===== config.mk =====
export PLATFORM = sky130hd
export DESIGN_NAME = flbs_csr
export DESIGN_NICKNAME = d
export VERILOG_FILES = /design/src/design/flbs_pkg.sv /design/src/design/flbs_csr.sv
export SDC_FILE = /design/constraint.sdc
export NUM_CORES = 1
export LEC_CHECK = 0
export ABC_AREA = 1
export BUFFER_PORTS_ARGS = -buffer_cell sky130_fd_sc_hd__buf_2
export CORE_ASPECT_RATIO = 1.75
export CORE_MARGIN = 2
export CORE_UTILIZATION = 46
export CTS_CLUSTER_DIAMETER = 100
export DETAILED_ROUTE_END_ITERATION = 7
export PLACE_DENSITY = 0.93
export SKIP_CTS_REPAIR_TIMING = 1
export SKIP_LAST_GASP = 1
export SLEW_MARGIN = 20
export SYNTH_ARGS = -nofsm -noshare
export SYNTH_HDL_FRONTEND = slang
export SYNTH_SLANG_ARGS = --single-unit

===== constraint.sdc =====
create_clock -name clock -period 2.3 [get_ports clock]
set_clock_uncertainty 0.05 [all_clocks]
set_input_delay 0.46 -clock clock [delete_from_list [all_inputs] [get_ports clock]]
set_output_delay 0.46 -clock clock [all_outputs]
set_load 0.01 [all_outputs]

===== src/design/flbs_pkg.sv =====
`timescale 1ns / 1ps
`default_nettype none
// ----------------------------------------------------------------------------
// flbs_pkg: shared definitions for the face layer blend and shade unit
// Default face size, request and register codes, controller states and the
// command, status and configuration bundles passed between the modules.
// ----------------------------------------------------------------------------
package flbs_pkg;

   localparam int FACE_WIDTH_DEF  = 64;
   localparam int FACE_HEIGHT_DEF = 32;

   localparam int CSR_ADDR_W = 5;
   localparam int CSR_DATA_W = 32;

   // Register indexes, taken from paddr bits above the byte offset.
   localparam logic [2:0] REG_TINT_RED    = 3'd0;
   localparam logic [2:0] REG_TINT_GREEN  = 3'd1;
   localparam logic [2:0] REG_TINT_BLUE   = 3'd2;
   localparam logic [2:0] REG_MIRROR      = 3'd3;
   localparam logic [2:0] REG_CANVAS_COLS = 3'd4;

   // Request codes; the fourth code is a no-op.
   localparam logic [1:0] REQ_XFADE  = 2'd0;
   localparam logic [1:0] REQ_BLEND  = 2'd1;
   localparam logic [1:0] REQ_RENDER = 2'd2;

   typedef enum logic [2:0] {
      ST_IDLE,
      ST_READ,
      ST_CALC,
      ST_MUL,
      ST_PROD,
      ST_EST,
      ST_CORR,
      ST_DONE
   } state_type;

   typedef struct packed {
      logic load;
      logic read;
      logic calc;
      logic mul;
      logic done;
   } cmd_type;

   typedef struct packed {
      logic render_drawn;
   } stat_type;

   typedef struct packed {
      logic [7:0] tint_red;
      logic [7:0] tint_green;
      logic [7:0] tint_blue;
      logic       mirror_enable;
      logic [7:0] canvas_columns;
   } cfg_type;

endpackage
`default_nettype wire


===== src/design/flbs_csr.sv =====
`timescale 1ns / 1ps
`default_nettype none
// ----------------------------------------------------------------------------
// flbs_csr: configuration register file
// APB-style register bank holding the material tint and the mirror setup.
// ----------------------------------------------------------------------------
module flbs_csr (
   input  wire logic                                clock,
   input  wire logic                                reset,
   input  wire logic                                psel,
   input  wire logic                                penable,
   input  wire logic                                pwrite,
   input  wire logic [flbs_pkg::CSR_ADDR_W-1:0]     paddr,
   input  wire logic [flbs_pkg::CSR_DATA_W-1:0]     pwdata,
   output logic      [flbs_pkg::CSR_DATA_W-1:0]     prdata,
   output logic                                     pready,
   output flbs_pkg::cfg_type                        cfg
);

   logic [7:0] tint_red_ff,   tint_red_in;
   logic [7:0] tint_green_ff, tint_green_in;
   logic [7:0] tint_blue_ff,  tint_blue_in;
   logic       mirror_ff,     mirror_in;
   logic [7:0] canvas_ff,     canvas_in;
   logic [2:0] reg_index;
   logic       wr_en;

   assign pready    = 1'b1;
   assign reg_index = paddr[flbs_pkg::CSR_ADDR_W-1:2];
   assign wr_en     = psel & penable & pwrite;

   always_comb begin
      tint_red_in   = tint_red_ff;
      tint_green_in = tint_green_ff;
      tint_blue_in  = tint_blue_ff;
      mirror_in     = mirror_ff;
      canvas_in     = canvas_ff;
      if (wr_en) begin
         case (reg_index)
            flbs_pkg::REG_TINT_RED:    tint_red_in   = pwdata[7:0];
            flbs_pkg::REG_TINT_GREEN:  tint_green_in = pwdata[7:0];
            flbs_pkg::REG_TINT_BLUE:   tint_blue_in  = pwdata[7:0];
            flbs_pkg::REG_MIRROR:      mirror_in     = pwdata[0];
            flbs_pkg::REG_CANVAS_COLS: canvas_in     = pwdata[7:0];
            default: ;
         endcase
      end
   end

   always_ff @(posedge clock) begin
      if (reset) begin
         tint_red_ff   <= 8'd255;
         tint_green_ff <= 8'd255;
         tint_blue_ff  <= 8'd255;
         mirror_ff     <= 1'b0;
         canvas_ff     <= 8'd128;
      end else begin
         tint_red_ff   <= tint_red_in;
         tint_green_ff <= tint_green_in;
         tint_blue_ff  <= tint_blue_in;
         mirror_ff     <= mirror_in;
         canvas_ff     <= canvas_in;
      end
   end

   always_comb begin
      case (reg_index)
         flbs_pkg::REG_TINT_RED:    prdata = {24'd0, tint_red_ff};
         flbs_pkg::REG_TINT_GREEN:  prdata = {24'd0, tint_green_ff};
         flbs_pkg::REG_TINT_BLUE:   prdata = {24'd0, tint_blue_ff};
         flbs_pkg::REG_MIRROR:      prdata = {31'd0, mirror_ff};
         flbs_pkg::REG_CANVAS_COLS: prdata = {24'd0, canvas_ff};
         default:                   prdata = '0;
      endcase
   end

   assign cfg.tint_red       = tint_red_ff;
   assign cfg.tint_green     = tint_green_ff;
   assign cfg.tint_blue      = tint_blue_ff;
   assign cfg.mirror_enable  = mirror_ff;
   assign cfg.canvas_columns = canvas_ff;

endmodule
`default_nettype wire


==> results of run 1 <==
-- flip-flops by register name, indices dropped and copies added (netlist names) --
name	cells
tint_red_ff	8
tint_blue_ff	8
tint_green_ff	8
canvas_ff	8
mirror_ff	1
-- metrics by stage --
stage               total power [uW]  hold slack (ps)  area (sq um)  instances   util
floorplan                        723              429          1840        299      -
global placement                 745              407          1980        373  0.546
detailed placement               749              419          1980        373  0.546
CTS                             1170              382          2070        381  0.570
global route                    1220              396          2070        381  0.570
finish                          1170              385          2070        381  0.570
-- worst register-to-register path: stages (launching register included) --
cell	delay (ps)
dfxtp_1	330
nand2_1	90
nand3_1	80
-- worst max-delay path by stage --
stage | startpoint | end | slack (ps) | cells past startpoint
2_1_floorplan | paddr[3] | prdata[1] | 700 | 8
3_3_place_gp | paddr[3] | prdata[7] | 420 | 9
4_1_cts | paddr[3] | prdata[7] | 400 | 9
6_report | paddr[3] | prdata[7] | 400 | 9
5_1_grt | paddr[3] | prdata[2] | 280 | 9
3_5_place_dp | paddr[3] | prdata[7] | 400 | 9
-- where the power goes --
group | switching [uW] | total [uW] | internal [uW]
combinational | 105 | 152 | 47.3
sequential | 5.82 | 585 | 579
clock | 221 | 429 | 209
-- cell usage in the layout (no fill, tap or decap) --
cell	instances
buf_2	56
buf_4	2
clkbuf_8	5
clkinv_2	2
clkinvlp_4	1
conb_1	25
dfxtp_1	33
inv_1	22
inv_2	7
nand2_1	114
nand2_2	3
nand3_1	37
nand3_2	1
nand4_1	2
nor2_1	18
nor2_2	6
o21ai_0	1
-- routing by layer --
| metal | up-vias | global-route usage | wire, um |
|---|---|---|---|
| met2 | 74 | 0.385 | 2280 |
| met5 | - | 0 | 0 |
| met4 | 0 | 0.128 | 129 |
| met3 | 9 | 0.0244 | 262 |
| met1 | 774 | 0.229 | 1540 |
| li1 | 906 | - | - |
-- cell type report --
| cell class | count | share of cell area |
|---|---|---|
| multi-input cells | 207 | 0.415 |
| well taps | 46 | 0.0278 |
| flip-flops and latches | 33 | 0.320 |
| repair buffers | 58 | 0.143 |
| inverters | 29 | 0.0527 |
| clock inverters | 3 | 0.00847 |
| clock buffers | 5 | 0.0333 |
-- cells by family (layout without fill, tap and decap cells) --
group           Yosys count  after routing  synth area share
simple gates            181            181             0.433
buf+inv                  59             95             0.184
flops                    33             33             0.376
other cells               2             25           0.00428
compound gates            1              1           0.00285
==> impl_metrics.toml, run 1 <==
[critical_path]
crit_family = "simple AND/OR/NAND/NOR gates"
reg2regPathDepth = 2
path_max_fanout = 8
crit_slowest_cell = "nor2_2"
crit_top_cell = "nand2_1"
cpPeakStageDelay_ps = 180
criticalPathCategory = "in2out"
r2r-end = "tint_red_ff[2]"
critPathBufInv = 4
r2r-start = "tint_red_ff[2]"
crit_required_ps = 1790
rrSetupSlack_ps = 1630
critPathArrivalTime_ps = 1390
critical_path.cell_chain = "buf_2 > nor2_2 > nand2_1 > inv_2 > nand2_1 > nand2_1 > inv_1 > nand2_1 > buf_2"
end_kind = "primary output"
worst_setup_path_start_kind = "input port"

[cts]
cts_made_buffers = 5
cts-root-buf = "clkbuf_8"
clk_pin_slew_worst_paths_ps = 70
cts_tree = "built"
numClockSinks = 33
worstSkewPairLatency_ps = 280
htreeDepth = 2
cts_buffer_depth = 2

[sta]
rsz0062_at_grt = "false"
finalMaxSlewViolations = 0
finalCriticalPeriod_ps = 1900
timing.fmax_ghz = 0.527
finalSetupViolations = 0
setup_tns_ps = 0
finalHoldViolCount = 0
fin_ws_ps = 402
period_share = 0.825

[floorplanning]
fp.dieH_um = 85.7
fp-row-count = 29
dieWidth_um = 50.7
start_util = 0.484
placeableCoreArea_sq_um = 3630
fp.dieArea_sq_um = 4350
ios = 108

[yosys]
synth_ff_type = "dfxtp_1"
async_flop_share = 0
synth_area_sq_um = 1760
synth_edf_count = 0
yosysMostFrequentCell = "nand2_1"
synth_common_cells = "nand2_1 (114), nand3_1 (37), dfxtp_1 (33)"
synth_area_per_cell_sq_um = 6.36
ys_warn_count = 0
synth_cells = 276
synth_top_area_cell = "dfxtp_1"
synth.distinct_cells = 15
synth-seq-cells = 33
synth_area_leaders = "dfxtp_1 (38%), nand2_1 (24%), buf_4 (12%), nand3_1 (11%), inv_1 (4.7%)"
yosysSeqAreaShare = 0.376
synth_top_area_frac = 0.376

[routing]
num_vias = 1763
post_drt_wl_per_cell_um = 11.1
drtIter0Drc = 49
via_per_inst = 4.63
wirelength_mm = 4.22
drcViolationCount = 0
final_antenna_net_count = 0
drt_pass1_iterations = 4

[finish]
final_net_count = 376
multi_input_area_sq_um = 858
fill_cells = 350
drive_gt1_frac = 0.248
antenna_cells = 0
area_growth_pct = 17.7
ff_latch_area_sq_um = 661

[hold_path]
min_to = "tint_green_ff[3]"
holdPathStages = 3
hold_start = "pwdata[3]"
min_path_type = "in2reg"

[outcome]
status = "finished, final reports clean"

[power_and_ir_drop]
power_density_nw_per_um2 = 564
ir_drop_mv = 0.433
power.leakage_uw = 0.00117

[placed_design]
port_buffers = 56
pre_cts_ws_ps = 398
place.detailed.hpwl_mm = 3.29
gp_congestion = 0.796

[global_routing]
grt_first_pass_wirelength_mm = 7.13
grt_pass1_vias = 1610
grt_max_degree = 34
gr-total-overflow = 0
track_usage = 0.213
antenna_found_initial = 0

[job]
drv_cap = 0
Note: power is estimated with default switching activity, not from simulation.
==> run 2, diff against run 1 <==
--- a/config.mk
+++ b/config.mk
@@ -9,10 +9,10 @@
 export BUFFER_PORTS_ARGS = -buffer_cell sky130_fd_sc_hd__buf_2
 export CORE_ASPECT_RATIO = 1.75
 export CORE_MARGIN = 2
-export CORE_UTILIZATION = 46
+export CORE_UTILIZATION = 39
 export CTS_CLUSTER_DIAMETER = 100
 export DETAILED_ROUTE_END_ITERATION = 7
-export PLACE_DENSITY = 0.93
+export PLACE_DENSITY = 0.85
 export SKIP_CTS_REPAIR_TIMING = 1
 export SKIP_LAST_GASP = 1
 export SLEW_MARGIN = 20
==> constraint.sdc (replaced) <==
create_clock -name clock -period 1.7 [get_ports clock]
set_clock_uncertainty 0.05 [all_clocks]
set_input_delay 0.34 -clock clock [delete_from_list [all_inputs] [get_ports clock]]
set_output_delay 0.34 -clock clock [all_outputs]
set_load 0.01 [all_outputs]
==> impl_metrics.toml, run 2 (same netlist as run 1, synthesis figures left out) <==
[placed_design]
gp_congestion = 0.801
port_buffers = 56
dpl-instance-area_sq_um = 2010
pre_cts_ws_ps = 25.3
place.detailed.hpwl_mm = 3.32

[cts]
clk_pin_slew_worst_paths_ps = 60
cts_made_buffers = 5
cts_buffer_depth = 2
cts-root-buf = "clkbuf_8"
worstSkewPairLatency_ps = 280
numClockSinks = 33
cts_tree = "built"
htreeDepth = 2

[critical_path]
rrSetupSlack_ps = 1040
path_max_fanout = 7
critPathArrivalTime_ps = 1230
reg2regPathDepth = 2
r2r-end = "canvas_ff[7]"
end_kind = "primary output"
r2r-start = "canvas_ff[7]"
worst_setup_path_start_kind = "input port"
crit_required_ps = 1310
criticalPathCategory = "in2out"

[sta]
finalSetupViolations = 0
timing.fmax_ghz = 0.617
period_share = 0.953
finalMaxSlewViolations = 0
finalHoldViolCount = 0
rsz0062_at_grt = "true"
finalCriticalPeriod_ps = 1620
fin_ws_ps = 80.3

[routing]
drcViolationCount = 0
wirelength_mm = 4.50
drt_pass1_iterations = 5
final_antenna_net_count = 0
num_vias = 1782
drtIter0Drc = 49
post_drt_wl_per_cell_um = 11.5
via_per_inst = 4.56

[finish]
final_net_count = 381
drive_gt1_frac = 0.259
fin_util = 0.497
area_growth_pct = 23.6
final_common_cell = "nand2_1"
stdcell_area_sq_um = 2170
fill_cells = 445
antenna_cells = 0
layout_common_cells = "nand2_1 (113), buf_2 (54), nand3_1 (35)"

[power_and_ir_drop]
intPower_uw = 1150
combPwrFrac = 0.146
p_sw_frac = 0.271
p_clk_frac = 0.353
power.switching_uw = 428
p_seq_frac = 0.501
power_density_nw_per_um2 = 729
power.leakage_uw = 0.00120
ir_drop_mv = 0.634

[hold_path]
min_to = "tint_green_ff[2]"
min_path_type = "in2reg"
hold_start = "pwdata[2]"
holdPathStages = 3

[floorplanning]
dieWidth_um = 54.7
fp.dieH_um = 92.8
placeableCoreArea_sq_um = 4360
ios = 108
start_util = 0.402
fp-row-count = 32
fp.dieArea_sq_um = 5070

[global_routing]
grt_max_degree = 34
grt_first_pass_wirelength_mm = 6.98
gr-total-overflow = 0
track_usage = 0.188
antenna_found_initial = 0
grt_pass1_vias = 1624

[job]
drv_cap = 0

[outcome]
status = "finished, final reports clean"
[run 2: cell types whose count changed in the layout (fill, tap and decap cells not counted), moves of 2 or more]
cell      previous run  this run
clkbuf_1             0         3
inv_2                7         2
clkinv_2             2         0
nand3_1             37        35
inv_4                0         5
nand3_2              1         3
buf_4                2         6
buf_2               56        54
[run 2: per-stage QoR]
stage	cells	setup TNS, ps	hold WS [ps]	power [uW]
after global placement	379	0	408	1020
after floorplan	299	0	416	978
after CTS	387	0	267	1570
after detailed placement	379	0	415	1020
after global routing	391	-25.0	280	1650
final	391	0	267	1580
[run 2: how the worst max path moves through the flow]
stage | startpoint | end | cells after the start
CTS | paddr[4] | prdata[7] | 9
floorplan | paddr[3] | prdata[1] | 8
global route | paddr[3] | prdata[4] | 10
detailed placement | paddr[4] | prdata[7] | 9
finish | paddr[3] | prdata[7] | 10
global placement | paddr[4] | prdata[7] | 9
[run 2: power by group through the flow]
stage / combinational [uW] / sequential, uW / clock (uW)
global placement: 207 / 808 / 0
floorplan: 166 / 812 / 0
finish: 231 / 792 / 558
CTS: 212 / 791 / 563
detailed placement: 211 / 809 / 0
global route: 261 / 792 / 598
[run 2: worst max-delay path: stages]
cell      delay (ps)
clkbuf_4         150
inv_4             70
nand2_2           60
nor2_4           140
buf_12           130
nand2_1           50
nand2_1           70
inv_1             40
nand2_1           60
buf_2            120
[run 2: metal layers]
| metal | wire [um] | share of wire | track usage | up-vias |
|---|---|---|---|---|
| met2 | 2480 | 0.55 | 0.326 | 75 |
| met1 | 1610 | 0.36 | 0.193 | 788 |
| li1 | - | - | - | 911 |
| met4 | 73 | 0.016 | 0.0938 | 0 |
| met5 | 0 | 0 | 0 | - |
| met3 | 334 | 0.074 | 0.0500 | 8 |
[run 2: area by class of cell]
cell class              instances  area, sq um  share of cell area
clock buffers                   8         80.1              0.0369
inverters                      29          121              0.0559
multi-input cells             207          876               0.404
flip-flops and latches         33          661               0.304
well taps                      51         63.8              0.0294
repair buffers                 63          368               0.170
