<file path="config.mk">
export PLATFORM = sky130hd
export DESIGN_NAME = flbs_ctrl
export DESIGN_NICKNAME = d
export VERILOG_FILES = /design/src/design/flbs_pkg.sv /design/src/design/flbs_ctrl.sv
export SDC_FILE = /design/constraint.sdc
export NUM_CORES = 1
export LEC_CHECK = 0
export BUFFER_PORTS_ARGS = -buffer_cell sky130_fd_sc_hd__buf_2
export CAP_MARGIN = 20
export CORE_AREA = 10 10 47 49
export CTS_CLUSTER_SIZE = 16
export DETAILED_ROUTE_END_ITERATION = 8
export DIE_AREA = 0 0 57 59
export GPL_TIMING_DRIVEN = 0
export PLACE_DENSITY_LB_ADDON = 0.25
export SLEW_MARGIN = 30
export SYNTH_ARGS = -nofsm -noshare
export SYNTH_HDL_FRONTEND = slang
export SYNTH_SLANG_ARGS = --single-unit
</file>
<file path="constraint.sdc">
create_clock -name clock -period 1.06 [get_ports clock]
set_input_delay 0.265 -clock clock [delete_from_list [all_inputs] [get_ports clock]]
set_output_delay 0.265 -clock clock [all_outputs]
set_load 0.05 [all_outputs]
</file>
<file path="src/design/flbs_pkg.sv">
`timescale 1ns / 1ps
`default_nettype none
// ----------------------------------------------------------------------------
// flbs_pkg: shared definitions for the face layer blend and shade unit
// Default face size, request and register codes, controller states and the
// command, status and configuration bundles passed between the modules.
// ----------------------------------------------------------------------------
package flbs_pkg;

   localparam int FACE_WIDTH_DEF  = 64;
   localparam int FACE_HEIGHT_DEF = 32;

   localparam int CSR_ADDR_W = 5;
   localparam int CSR_DATA_W = 32;

   // Register indexes, taken from paddr bits above the byte offset.
   localparam logic [2:0] REG_TINT_RED    = 3'd0;
   localparam logic [2:0] REG_TINT_GREEN  = 3'd1;
   localparam logic [2:0] REG_TINT_BLUE   = 3'd2;
   localparam logic [2:0] REG_MIRROR      = 3'd3;
   localparam logic [2:0] REG_CANVAS_COLS = 3'd4;

   // Request codes; the fourth code is a no-op.
   localparam logic [1:0] REQ_XFADE  = 2'd0;
   localparam logic [1:0] REQ_BLEND  = 2'd1;
   localparam logic [1:0] REQ_RENDER = 2'd2;

   typedef enum logic [2:0] {
      ST_IDLE,
      ST_READ,
      ST_CALC,
      ST_MUL,
      ST_PROD,
      ST_EST,
      ST_CORR,
      ST_DONE
   } state_type;

   typedef struct packed {
      logic load;
      logic read;
      logic calc;
      logic mul;
      logic done;
   } cmd_type;

   typedef struct packed {
      logic render_drawn;
   } stat_type;

   typedef struct packed {
      logic [7:0] tint_red;
      logic [7:0] tint_green;
      logic [7:0] tint_blue;
      logic       mirror_enable;
      logic [7:0] canvas_columns;
   } cfg_type;

endpackage
`default_nettype wire

</file>
<file path="src/design/flbs_ctrl.sv">
`timescale 1ns / 1ps
`default_nettype none
// ----------------------------------------------------------------------------
// flbs_ctrl: transaction sequencer
// Steps one transaction through read, update and the shading multiply chain.
// ----------------------------------------------------------------------------
module flbs_ctrl (
   input  wire logic               clock,
   input  wire logic               reset,
   input  wire logic               start,
   input  flbs_pkg::stat_type      stat,
   output logic                    busy,
   output flbs_pkg::cmd_type       cmd
);

   flbs_pkg::state_type state_ff, state_in;

   always_comb begin
      case (state_ff)
         flbs_pkg::ST_IDLE: state_in = start ? flbs_pkg::ST_READ : flbs_pkg::ST_IDLE;
         flbs_pkg::ST_READ: state_in = flbs_pkg::ST_CALC;
         flbs_pkg::ST_CALC: state_in = stat.render_drawn ? flbs_pkg::ST_MUL
                                                         : flbs_pkg::ST_IDLE;
         flbs_pkg::ST_MUL:  state_in = flbs_pkg::ST_PROD;
         flbs_pkg::ST_PROD: state_in = flbs_pkg::ST_EST;
         flbs_pkg::ST_EST:  state_in = flbs_pkg::ST_CORR;
         flbs_pkg::ST_CORR: state_in = flbs_pkg::ST_DONE;
         flbs_pkg::ST_DONE: state_in = flbs_pkg::ST_IDLE;
         default:           state_in = flbs_pkg::ST_IDLE;
      endcase
   end

   always_ff @(posedge clock) begin
      if (reset) begin
         state_ff <= flbs_pkg::ST_IDLE;
      end else begin
         state_ff <= state_in;
      end
   end

   always_comb begin
      busy     = (state_ff != flbs_pkg::ST_IDLE);
      cmd.load = (state_ff == flbs_pkg::ST_IDLE) && start;
      cmd.read = (state_ff == flbs_pkg::ST_READ);
      cmd.calc = (state_ff == flbs_pkg::ST_CALC);
      cmd.mul  = (state_ff == flbs_pkg::ST_MUL);
      cmd.done = (state_ff == flbs_pkg::ST_DONE);
   end

endmodule
`default_nettype wire

</file>
==> out/results.tsv, run 1 <==
metric	value	unit
r2r_start	state_ff[0]	
cpMaxStageDelayCell	or3_4	
pwr-share-clk	34.7	%
crit_chain	or3_4, nor2_4, buf_8	
crit_path_start_kind	register	
ff2ff_setup_slack	0.09	ns
largest_register_ffs	3	
nFillCells	157	
drv_slew	0	
synth-async-reset-ratio	0	%
dieHeight	59	um
critical_path_buf_inv_count	1	
leakage	0.205	nW
cp_slowest_stage_delay	0.41	ns
netlist.top_cell.by_area	dfxtp_1	
synth_area_leaders	dfxtp_1 (35%), buf_6 (6.5%), nor2_1 (6.5%)	
via_per_inst	3.71	
antenna_left	0	
synth_edf_count	0	
cpLargestDelayFamily	simple AND/OR/NAND/NOR gates	
routed_wl	612	um
hold_viol	0	
overflow	0	
intPower	375	uW
ys.warnings.count	0	
drc	0	
pwr_density_cell	1250	nW/um2
place_ws	-0.305	ns
synth_seq_cells	3	
cp_data_arrival_time	1.24	ns
start_util	12.3	%
max_freq	664	MHz
clkTransAtPathRegs	0.04	ns
status	finished, violations left	
first_iter_violations	2	
place.gp.congestion	0.633	
port_buffers	9	
ioPinCount	10	
area_growth_syn_to_layout	161	%
core_area	1400	um2
comb_power_share	42.7	%
clk_latency	0.23	ns
n_antenna_cell	0	
reg2reg_depth	5	
grt_first_pass_wirelength	1060	um
die_w	57	um
min_path_type	input port to register	
placed_area	253	um2
grt_pass1_vias	224	
dr.pass1.iters	2	
htree_levels	1	
tritoncts	built	
grt_max_degree	9	
reg.largest.list	state_ff x3	
cts_made_buffers	3	
rows	14	
fin_skew	0.00155	ns
routedWlPerCell	10.6	um
fin_crit	1.51	ns
vdd_drop_max	0.000874	V
cts.sinks	3	
rsz0062_at_grt	true	
dpl.hpwl	370	um
fin_cells	58	
regMostFlops	state_ff	
dieArea	3360	um2
switchingPower	187	uW
ys_seq_area_share	34.8	%
synthCells	21	
synth_commonest_cells	dfxtp_1 (3), nor2_1 (3), inv_1 (2)	
antenna_found_initial	0	
setup_viol_count_final	6	
hold_buffers	0	
yosysUniqueCellTypes	16	
layout_setup_ws	-0.445	ns
hold_end	state_ff[1]	
crit_type	register to primary output	
seqPwrFrac	22.6	%
synth_top_area_share	34.8	%
crit_fanout	3	
min_path_cells	2	
switching_share	33.3	%
r2r_end	state_ff[2]	
synthesis.nets	25	
drv_cap	0	
cts_root_buffer	clkbuf_4	
worstPathRequired	0.79	ns
grt.total_usage	4.07	%
timing.slew.headroom	86.8	%
synth-main-ff-cell	dfxtp_1	
dp.cells	46	
violations	negative setup slack	
layout.nets	47	
clk_path_buf_depth	2	
min-delay-start	reset	
fin_crit_sh	142	%
route.vias.total	215	
drive_above_1_share	76.2	%
final_area	450	um2
worst_pin_slew	0.197	ns
avgSynthCellArea	8.22	um2
cp-end-kind	primary output	
syn-cell-area	173	um2
-- worst reg2reg max path: cells and delay by family, from the launching register on --
kind                      cells  cell delay [ns]
DFF                           1             0.34
buffers and inverters         2             0.23
xor gates and xnor gates      1             0.16
and+or+nand+nor               2             0.13
-- cell families (layout without fill, tap and decap cells) --
logic type      count (synthesis)  after routing  share of synthesized area (%)
compound gates                  3              3                           11.6
flops                           3              3                           34.8
buf+inv                         3             24                           10.9
simple gates                   11             11                           37.7
xor+xnor                        1              1                           5.07
-- metrics by stage --
step / hold slack (ns) / total power [mW] / setup TNS, ns / util [%]
after floorplan: 0.334 / 0.242 / -0.948 / -
after global placement: 0.468 / 0.274 / -0.931 / 18.0
after detailed placement: 0.466 / 0.273 / -0.915 / 18.0
after CTS: 0.213 / 0.547 / -1.95 / 28.1
after global routing: 0.216 / 0.610 / -2.23 / 32.1
final: 0.216 / 0.562 / -1.91 / 32.1
-- power by group through the flow --
stage | Clock [mW] | Combinational, mW | Sequential, mW
6_report | 0.195 | 0.240 | 0.127
5_1_grt | 0.228 | 0.254 | 0.128
4_1_cts | 0.208 | 0.209 | 0.131
3_5_place_dp | 0 | 0.139 | 0.135
3_3_place_gp | 0 | 0.139 | 0.135
2_1_floorplan | 0 | 0.111 | 0.132
-- area by class of cell --
| class | instances | area [um2] | area share [%] |
|---|---|---|---|
| repair buffers | 18 | 184 | 40.8 |
| multi-input cells | 15 | 144 | 31.9 |
| flip-flops and latches | 3 | 68.8 | 15.3 |
| clock buffers | 4 | 26.3 | 5.83 |
| well taps | 16 | 20.0 | 4.44 |
| inverters | 2 | 7.51 | 1.67 |
-- worst max-delay path by stage --
stage | from | cells past startpoint | end
after CTS | state_ff[2] | 4 | cmd[4]
after floorplan | state_ff[2] | 3 | cmd[4]
after global routing | state_ff[2] | 3 | cmd[4]
after global placement | state_ff[0] | 3 | cmd[4]
after detailed placement | state_ff[0] | 3 | cmd[4]
final | state_ff[2] | 3 | cmd[4]
-- cell usage in the layout, fill, tap and decap left out, types with 2 or more instances in the layout --
cell,Yosys,routed
inv_1,2,2
buf_8,0,6
buf_2,0,3
buf_4,0,6
nor2_4,0,3
dfxtp_4,0,2
buf_6,1,3
clkbuf_4,0,3
-- timing repair --
action,in CTS,in global routing
endpoints found under the setup margin,6,6
resized for setup,25,9
buffers inserted,4,6
pin swaps,2,7
-- layer usage --
layer / share of wire (%) / GRT usage (%) / up-vias
met1: 53 / 5.01 / 93
met2: 38 / 4.65 / 10
met4: 0 / 1.01 / 0
li1: - / - / 112
met5: 0 / 0 / -
met3: 9.0 / 4.08 / 0
(Power assumes the default switching activity.)
==> inputs of run 2 (changes only) <==
--- a/config.mk
+++ b/config.mk
@@ -7,10 +7,10 @@
 export LEC_CHECK = 0
 export BUFFER_PORTS_ARGS = -buffer_cell sky130_fd_sc_hd__buf_2
 export CAP_MARGIN = 20
-export CORE_AREA = 10 10 47 49
+export CORE_AREA = 2 2 39 41
 export CTS_CLUSTER_SIZE = 16
 export DETAILED_ROUTE_END_ITERATION = 8
-export DIE_AREA = 0 0 57 59
+export DIE_AREA = 0 0 41 43
 export GPL_TIMING_DRIVEN = 0
 export PLACE_DENSITY_LB_ADDON = 0.25
 export SLEW_MARGIN = 30
==> constraint.sdc (replaced) <==
create_clock -name clock -period 1.8 [get_ports clock]
set_input_delay 0.45 -clock clock [delete_from_list [all_inputs] [get_ports clock]]
set_output_delay 0.45 -clock clock [all_outputs]
set_load 0.05 [all_outputs]
==> run 2 against run 1 <==
Against the previous run: the run now ends clean; cell area down 40%; sequential power down 39%; combinational power down 67%; total power down 52%; clock power down 42%; routed wire length down 33%; global-route usage up 2.3 points; clock-buffer cell count unchanged; first-iteration DRC count rose to 2.5 times the previous value; via count down 13%; largest power group is now clock; highest routed layer unchanged.
==> out/results.tsv, run 2 (same netlist as run 1, synthesis figures left out) <==
metric	value	unit	change
dr.pass1.iters	4		+2
start_util	12.5	%	+0.16 points
max_freq	583	MHz	
routed_wl	408	um	-33%
overflow	0		unchanged
nFillCells	154		-1.9%
min_path_type	input port to register		
clk_path_buf_depth	2		unchanged
pwr-share-clk	42.1	%	+7.4 points
htree_levels	1		unchanged
drv_slew	0		unchanged
via_per_inst	3.72		+0.35%
cp-end-kind	primary output		
final_util	19.6	%	-13 points
startpoint	state_ff[0]		
r2r_start	state_ff[1]		
first_iter_violations	5		+3
intPower	179	uW	-52%
cts.sinks	3		unchanged
place_ws	0.260	ns	+0.566 ns
crit_path_start_kind	register		
fin_crit	1.71	ns	
cts_made_buffers	3		unchanged
cp_data_arrival_time	1.26	ns	+0.02 ns
crit_fanout	7		+4
n_antenna_cell	0		unchanged
rsz0062_at_grt	false		
comb_power_share	29.2	%	-14 points
vdd_drop_max	0.000360	V	-59%
hold_buffers	0		unchanged
cts_resized	0		-100%
cts_setup_buffers	0		-4
layout.nets	39		-17%
regMostFlops	state_ff		
hold_viol	0		unchanged
route.vias.total	186		-13%
seqPwrFrac	28.8	%	+6.2 points
antenna_left	0		unchanged
cpMaxStageDelayCell	or3_4		
pwr_density_cell	1000	nW/um2	-20%
clkTransAtPathRegs	0.04	ns	about the same
setup_viol_count_final	0		-6
cp_slowest_stage_delay	0.41	ns	about the same
critical_path_buf_inv_count	1		unchanged
worst_pin_slew	0.249	ns	+0.0516 ns
leakage	0.135	nW	-34%
dieHeight	43	um	-27%
switchingPower	92.4	uW	-51%
port_buffers	9		unchanged
rows	14		unchanged
drive_above_1_share	50.0	%	-26 points
timing.slew.headroom	83.5	%	-3.2 points
cpLargestDelayFamily	simple AND/OR/NAND/NOR gates		
layout_setup_ws	0.0851	ns	+0.530 ns
holdWs	0.419	ns	+0.203 ns
crit_type	register to primary output		
final_common_cell	buf_2		
cts_root_buffer	clkbuf_4		
grt.total_usage	6.42	%	+2.3 points
core_area	1380	um2	-1.2%
dieArea	1760	um2	-48%
clk_latency	0.23	ns	about the same
worstPathRequired	1.35	ns	+0.56 ns
fin_skew	0.00166	ns	+0.000103 ns
area_growth_syn_to_layout	57.2	%	
grt_max_degree	9		unchanged
drc	0		unchanged
antenna_found_initial	0		unchanged
grt_first_pass_wirelength	724	um	-32%
fin_crit_sh	95.3	%	
switching_share	34.1	%	+0.75 points
largest_register_ffs	3		unchanged
reg.largest.list	state_ff x3		
ioPinCount	10		unchanged
dpl.hpwl	320	um	-14%
die_w	41	um	-28%
status	finished, final reports clean		
place.gp.congestion	0.601		-4.9%
setup_tns	0	ns	+1.91 ns
tritoncts	built		
min-delay-start	reset		
grt_pass1_vias	177		-21%
final_cell_mix	buf_2 (8), nor2_1 (3), clkbuf_4 (3), dfxtp_1 (3), inv_1 (2)		
drv_cap	0		unchanged
routedWlPerCell	8.16	um	-23%
crit_chain	or3_4, nor2_2, buf_4		
[run 2: power by group through the flow]
stage	Clock, mW	Sequential, mW	Combinational [mW]
after floorplan	0	0.0777	0.0614
final	0.114	0.0781	0.0792
after global routing	0.130	0.0797	0.0844
after CTS	0.121	0.0782	0.0779
after global placement	0	0.0791	0.0774
after detailed placement	0	0.0794	0.0776
[run 2: metal layers]
layer  vias to the layer above  global-route usage (%)  part of all wire, %
li1                         98                       -                    -
met1                        78                    8.65                   52
met2                        10                    6.88                   35
met3                         0                    4.71                   12
met4                         0                    4.00                    0
met5                         -                       0                    0
[run 2: path summary, 6_finish.rpt]
| check | to | cells past startpoint | slack [ns] |
|---|---|---|---|
| setup / recovery | cmd[4] | 3 | 0.09 |
| hold reg to reg | state_ff[0] | 1 | 0.57 |
| setup reg to reg | state_ff[0] | 3 | 0.86 |
| hold / removal | state_ff[2] | 2 | 0.42 |
[run 2: per-stage QoR]
step | power (mW) | instances | area [um2]
floorplan | 0.139 | 21 | 178
global placement | 0.157 | 46 | 243
detailed placement | 0.157 | 46 | 243
CTS | 0.278 | 50 | 269
global route | 0.294 | 50 | 272
finish | 0.271 | 50 | 272
[run 2: area by class of cell]
cell class                      instances  area, um2  area share, %
Timing Repair Buffer                    9       47.5           17.5
Multi-Input combinational cell         15       98.8           36.4
Clock buffer                            4       26.3           9.68
Tap cell                               16       20.0           7.37
Inverter                                2       7.51           2.76
Buffer                                  1       11.3           4.15
Sequential cell                         3       60.1           22.1
==> inputs of run 3 (changes only) <==
==> constraint.sdc (replaced) <==
create_clock -name clock -period 1.77 [get_ports clock]
set_input_delay 0.4425 -clock clock [delete_from_list [all_inputs] [get_ports clock]]
set_output_delay 0.4425 -clock clock [all_outputs]
set_load 0.05 [all_outputs]
==> run 3 against run 2 <==
Against the previous run: sequential share of layout area shrank 0.30 points; combinational power grew 4.4%; non-clock buffer count is the same; first-iteration DRC count is the same; cell area grew 1.4%; via count grew 1.1%; routed wire length shrank 0.25%; utilization grew 0.27 points; clock skew is the same; sequential cell count is the same; critical path depth is the same; final cell count is the same; critical endpoint unchanged; largest cell class unchanged; highest routed layer unchanged.
==> out/results.tsv, run 3 (same netlist as run 1, synthesis figures left out) <==
metric	value	unit	change
status	finished, final reports clean		
hold_viol	0		unchanged
drv_slew	0		unchanged
drv_cap	0		unchanged
htree_levels	1		unchanged
routedWlPerCell	8.14	um	-0.25%
final_common_cell	buf_2		
reg2reg_depth	3		unchanged
cts_made_buffers	3		unchanged
crit_fanout	7		unchanged
fin_skew	0.00166	ns	unchanged
via_per_inst	3.76		+1.1%
r2r_start	state_ff[1]		
place.gp.congestion	0.601		unchanged
leakage	0.136	nW	+0.80%
grt_pass1_vias	177		unchanged
cp-end-kind	primary output		
grt_first_pass_wirelength	724	um	unchanged
place_ws	0.238	ns	-0.0225 ns
dpl.hpwl	320	um	unchanged
port_buffers	9		unchanged
setup_tns	0	ns	unchanged
cts.sinks	3		unchanged
overflow	0		unchanged
final-seq-area	60.1	um2	unchanged
setup_viol_count_final	0		unchanged
start_util	12.5	%	unchanged
r2r_end	state_ff[0]		
drc	0		unchanged
worst_pin_slew	0.249	ns	+0.000000119 ns
drive_above_1_share	50.0	%	unchanged
clkTransAtPathRegs	0.04	ns	about the same
route.vias.total	188		+1.1%
rsz0062_at_grt	false		
final_cell_mix	buf_2 (8), nor2_1 (3), clkbuf_4 (3), dfxtp_1 (3)		
n_antenna_cell	0		unchanged
min_path_cells	2		unchanged
pwr_density_cell	1010	nW/um2	+1.1%
tritoncts	built		
grt.total_usage	6.42	%	unchanged
multi_input_area	98.8	um2	unchanged
min-delay-start	reset		
largest_register_ffs	3		unchanged
antenna_left	0		unchanged
hold_end	state_ff[2]		
ff2ff_setup_slack	0.83	ns	-0.03 ns
crit_type	register to primary output		
core_area	1380	um2	unchanged
final_area	275	um2	+1.4%
clk_latency	0.23	ns	about the same
holdWs	0.411	ns	-0.00750 ns
first_iter_violations	5		unchanged
max_freq	591	MHz	
antenna_found_initial	0		unchanged
fin_crit	1.69	ns	
dieArea	1760	um2	unchanged
timing.slew.headroom	83.5	%	unchanged
area_growth_syn_to_layout	59.4	%	
cp_data_arrival_time	1.25	ns	about the same
nFillCells	152		-1.3%
routed_wl	407	um	-0.25%
worstPathRequired	1.33	ns	-0.02 ns
grt_max_degree	9		unchanged
vdd_drop_max	0.000366	V	+1.8%
ioPinCount	10		unchanged
cts_setup_buffers	0		unchanged
dr.pass1.iters	4		unchanged
regMostFlops	state_ff		
layout.nets	39		unchanged
dieHeight	43	um	unchanged
placed_area	243	um2	unchanged
die_w	41	um	unchanged
layout_setup_ws	0.0783	ns	-0.00677 ns
rows	14		unchanged
cts_root_buffer	clkbuf_4		
reg.largest.list	state_ff x3		
min_path_type	input port to register		
fin_crit_sh	95.6	%	
clk_path_buf_depth	2		unchanged
crit_path_start_kind	register		
run 3: cell types whose count changed in the layout (fill, tap and decap cells not counted):
cell	previous run	this run
buf_4	1	0
buf_6	1	2
run 3: how the worst max path moves through the flow:
stage	start	endpoint	slack, ns	cells after the start
floorplan	state_ff[2]	cmd[4]	0.04	3
global placement	state_ff[0]	cmd[4]	0.25	3
detailed placement	state_ff[0]	cmd[4]	0.24	3
CTS	state_ff[0]	cmd[4]	0.04	3
global route	state_ff[0]	cmd[4]	0.01	3
finish	state_ff[0]	cmd[4]	0.08	3
run 3: layer usage:
layer	part of all wire [%]	global-route usage [%]	wire (um)
met1	52	8.65	211
met2	36	6.88	145
met3	12	4.71	50
met4	0	4.00	0
met5	0	0	0
run 3: power breakdown:
part / switching, mW / internal (mW)
clock network: 0.0318 / 0.0843
logic: 0.0558 / 0.0269
registers: 0.00685 / 0.0726
run 3: worst max-delay path, cell delays in order (launching register included):
cell,delay [ns]
dfxtp_1,0.36
or3_4,0.41
nor2_2,0.10
buf_6,0.16
run 3: layout make-up:
type	count	share of cell area, %
timing repair buffer	9	18.6
sequential	3	21.8
clock buffer	4	9.55
buffer	1	4.09
multi-input combinational	15	35.9
inverter	2	2.73
tap	16	7.27
run 3: through the flow:
stage | utilization [%] | std cells | power, mW
after global placement | 17.5 | 46 | 0.159
after detailed placement | 17.5 | 46 | 0.160
after CTS | 19.6 | 50 | 0.284
after floorplan | - | 21 | 0.141
after global routing | 19.9 | 50 | 0.301
final | 19.9 | 50 | 0.278
run 3: timing repair:
action	4_1_cts	5_1_grt
gates resized for setup	1	1
endpoints found under the setup margin	1	1
gates cloned	0	0
hold buffers	0	0
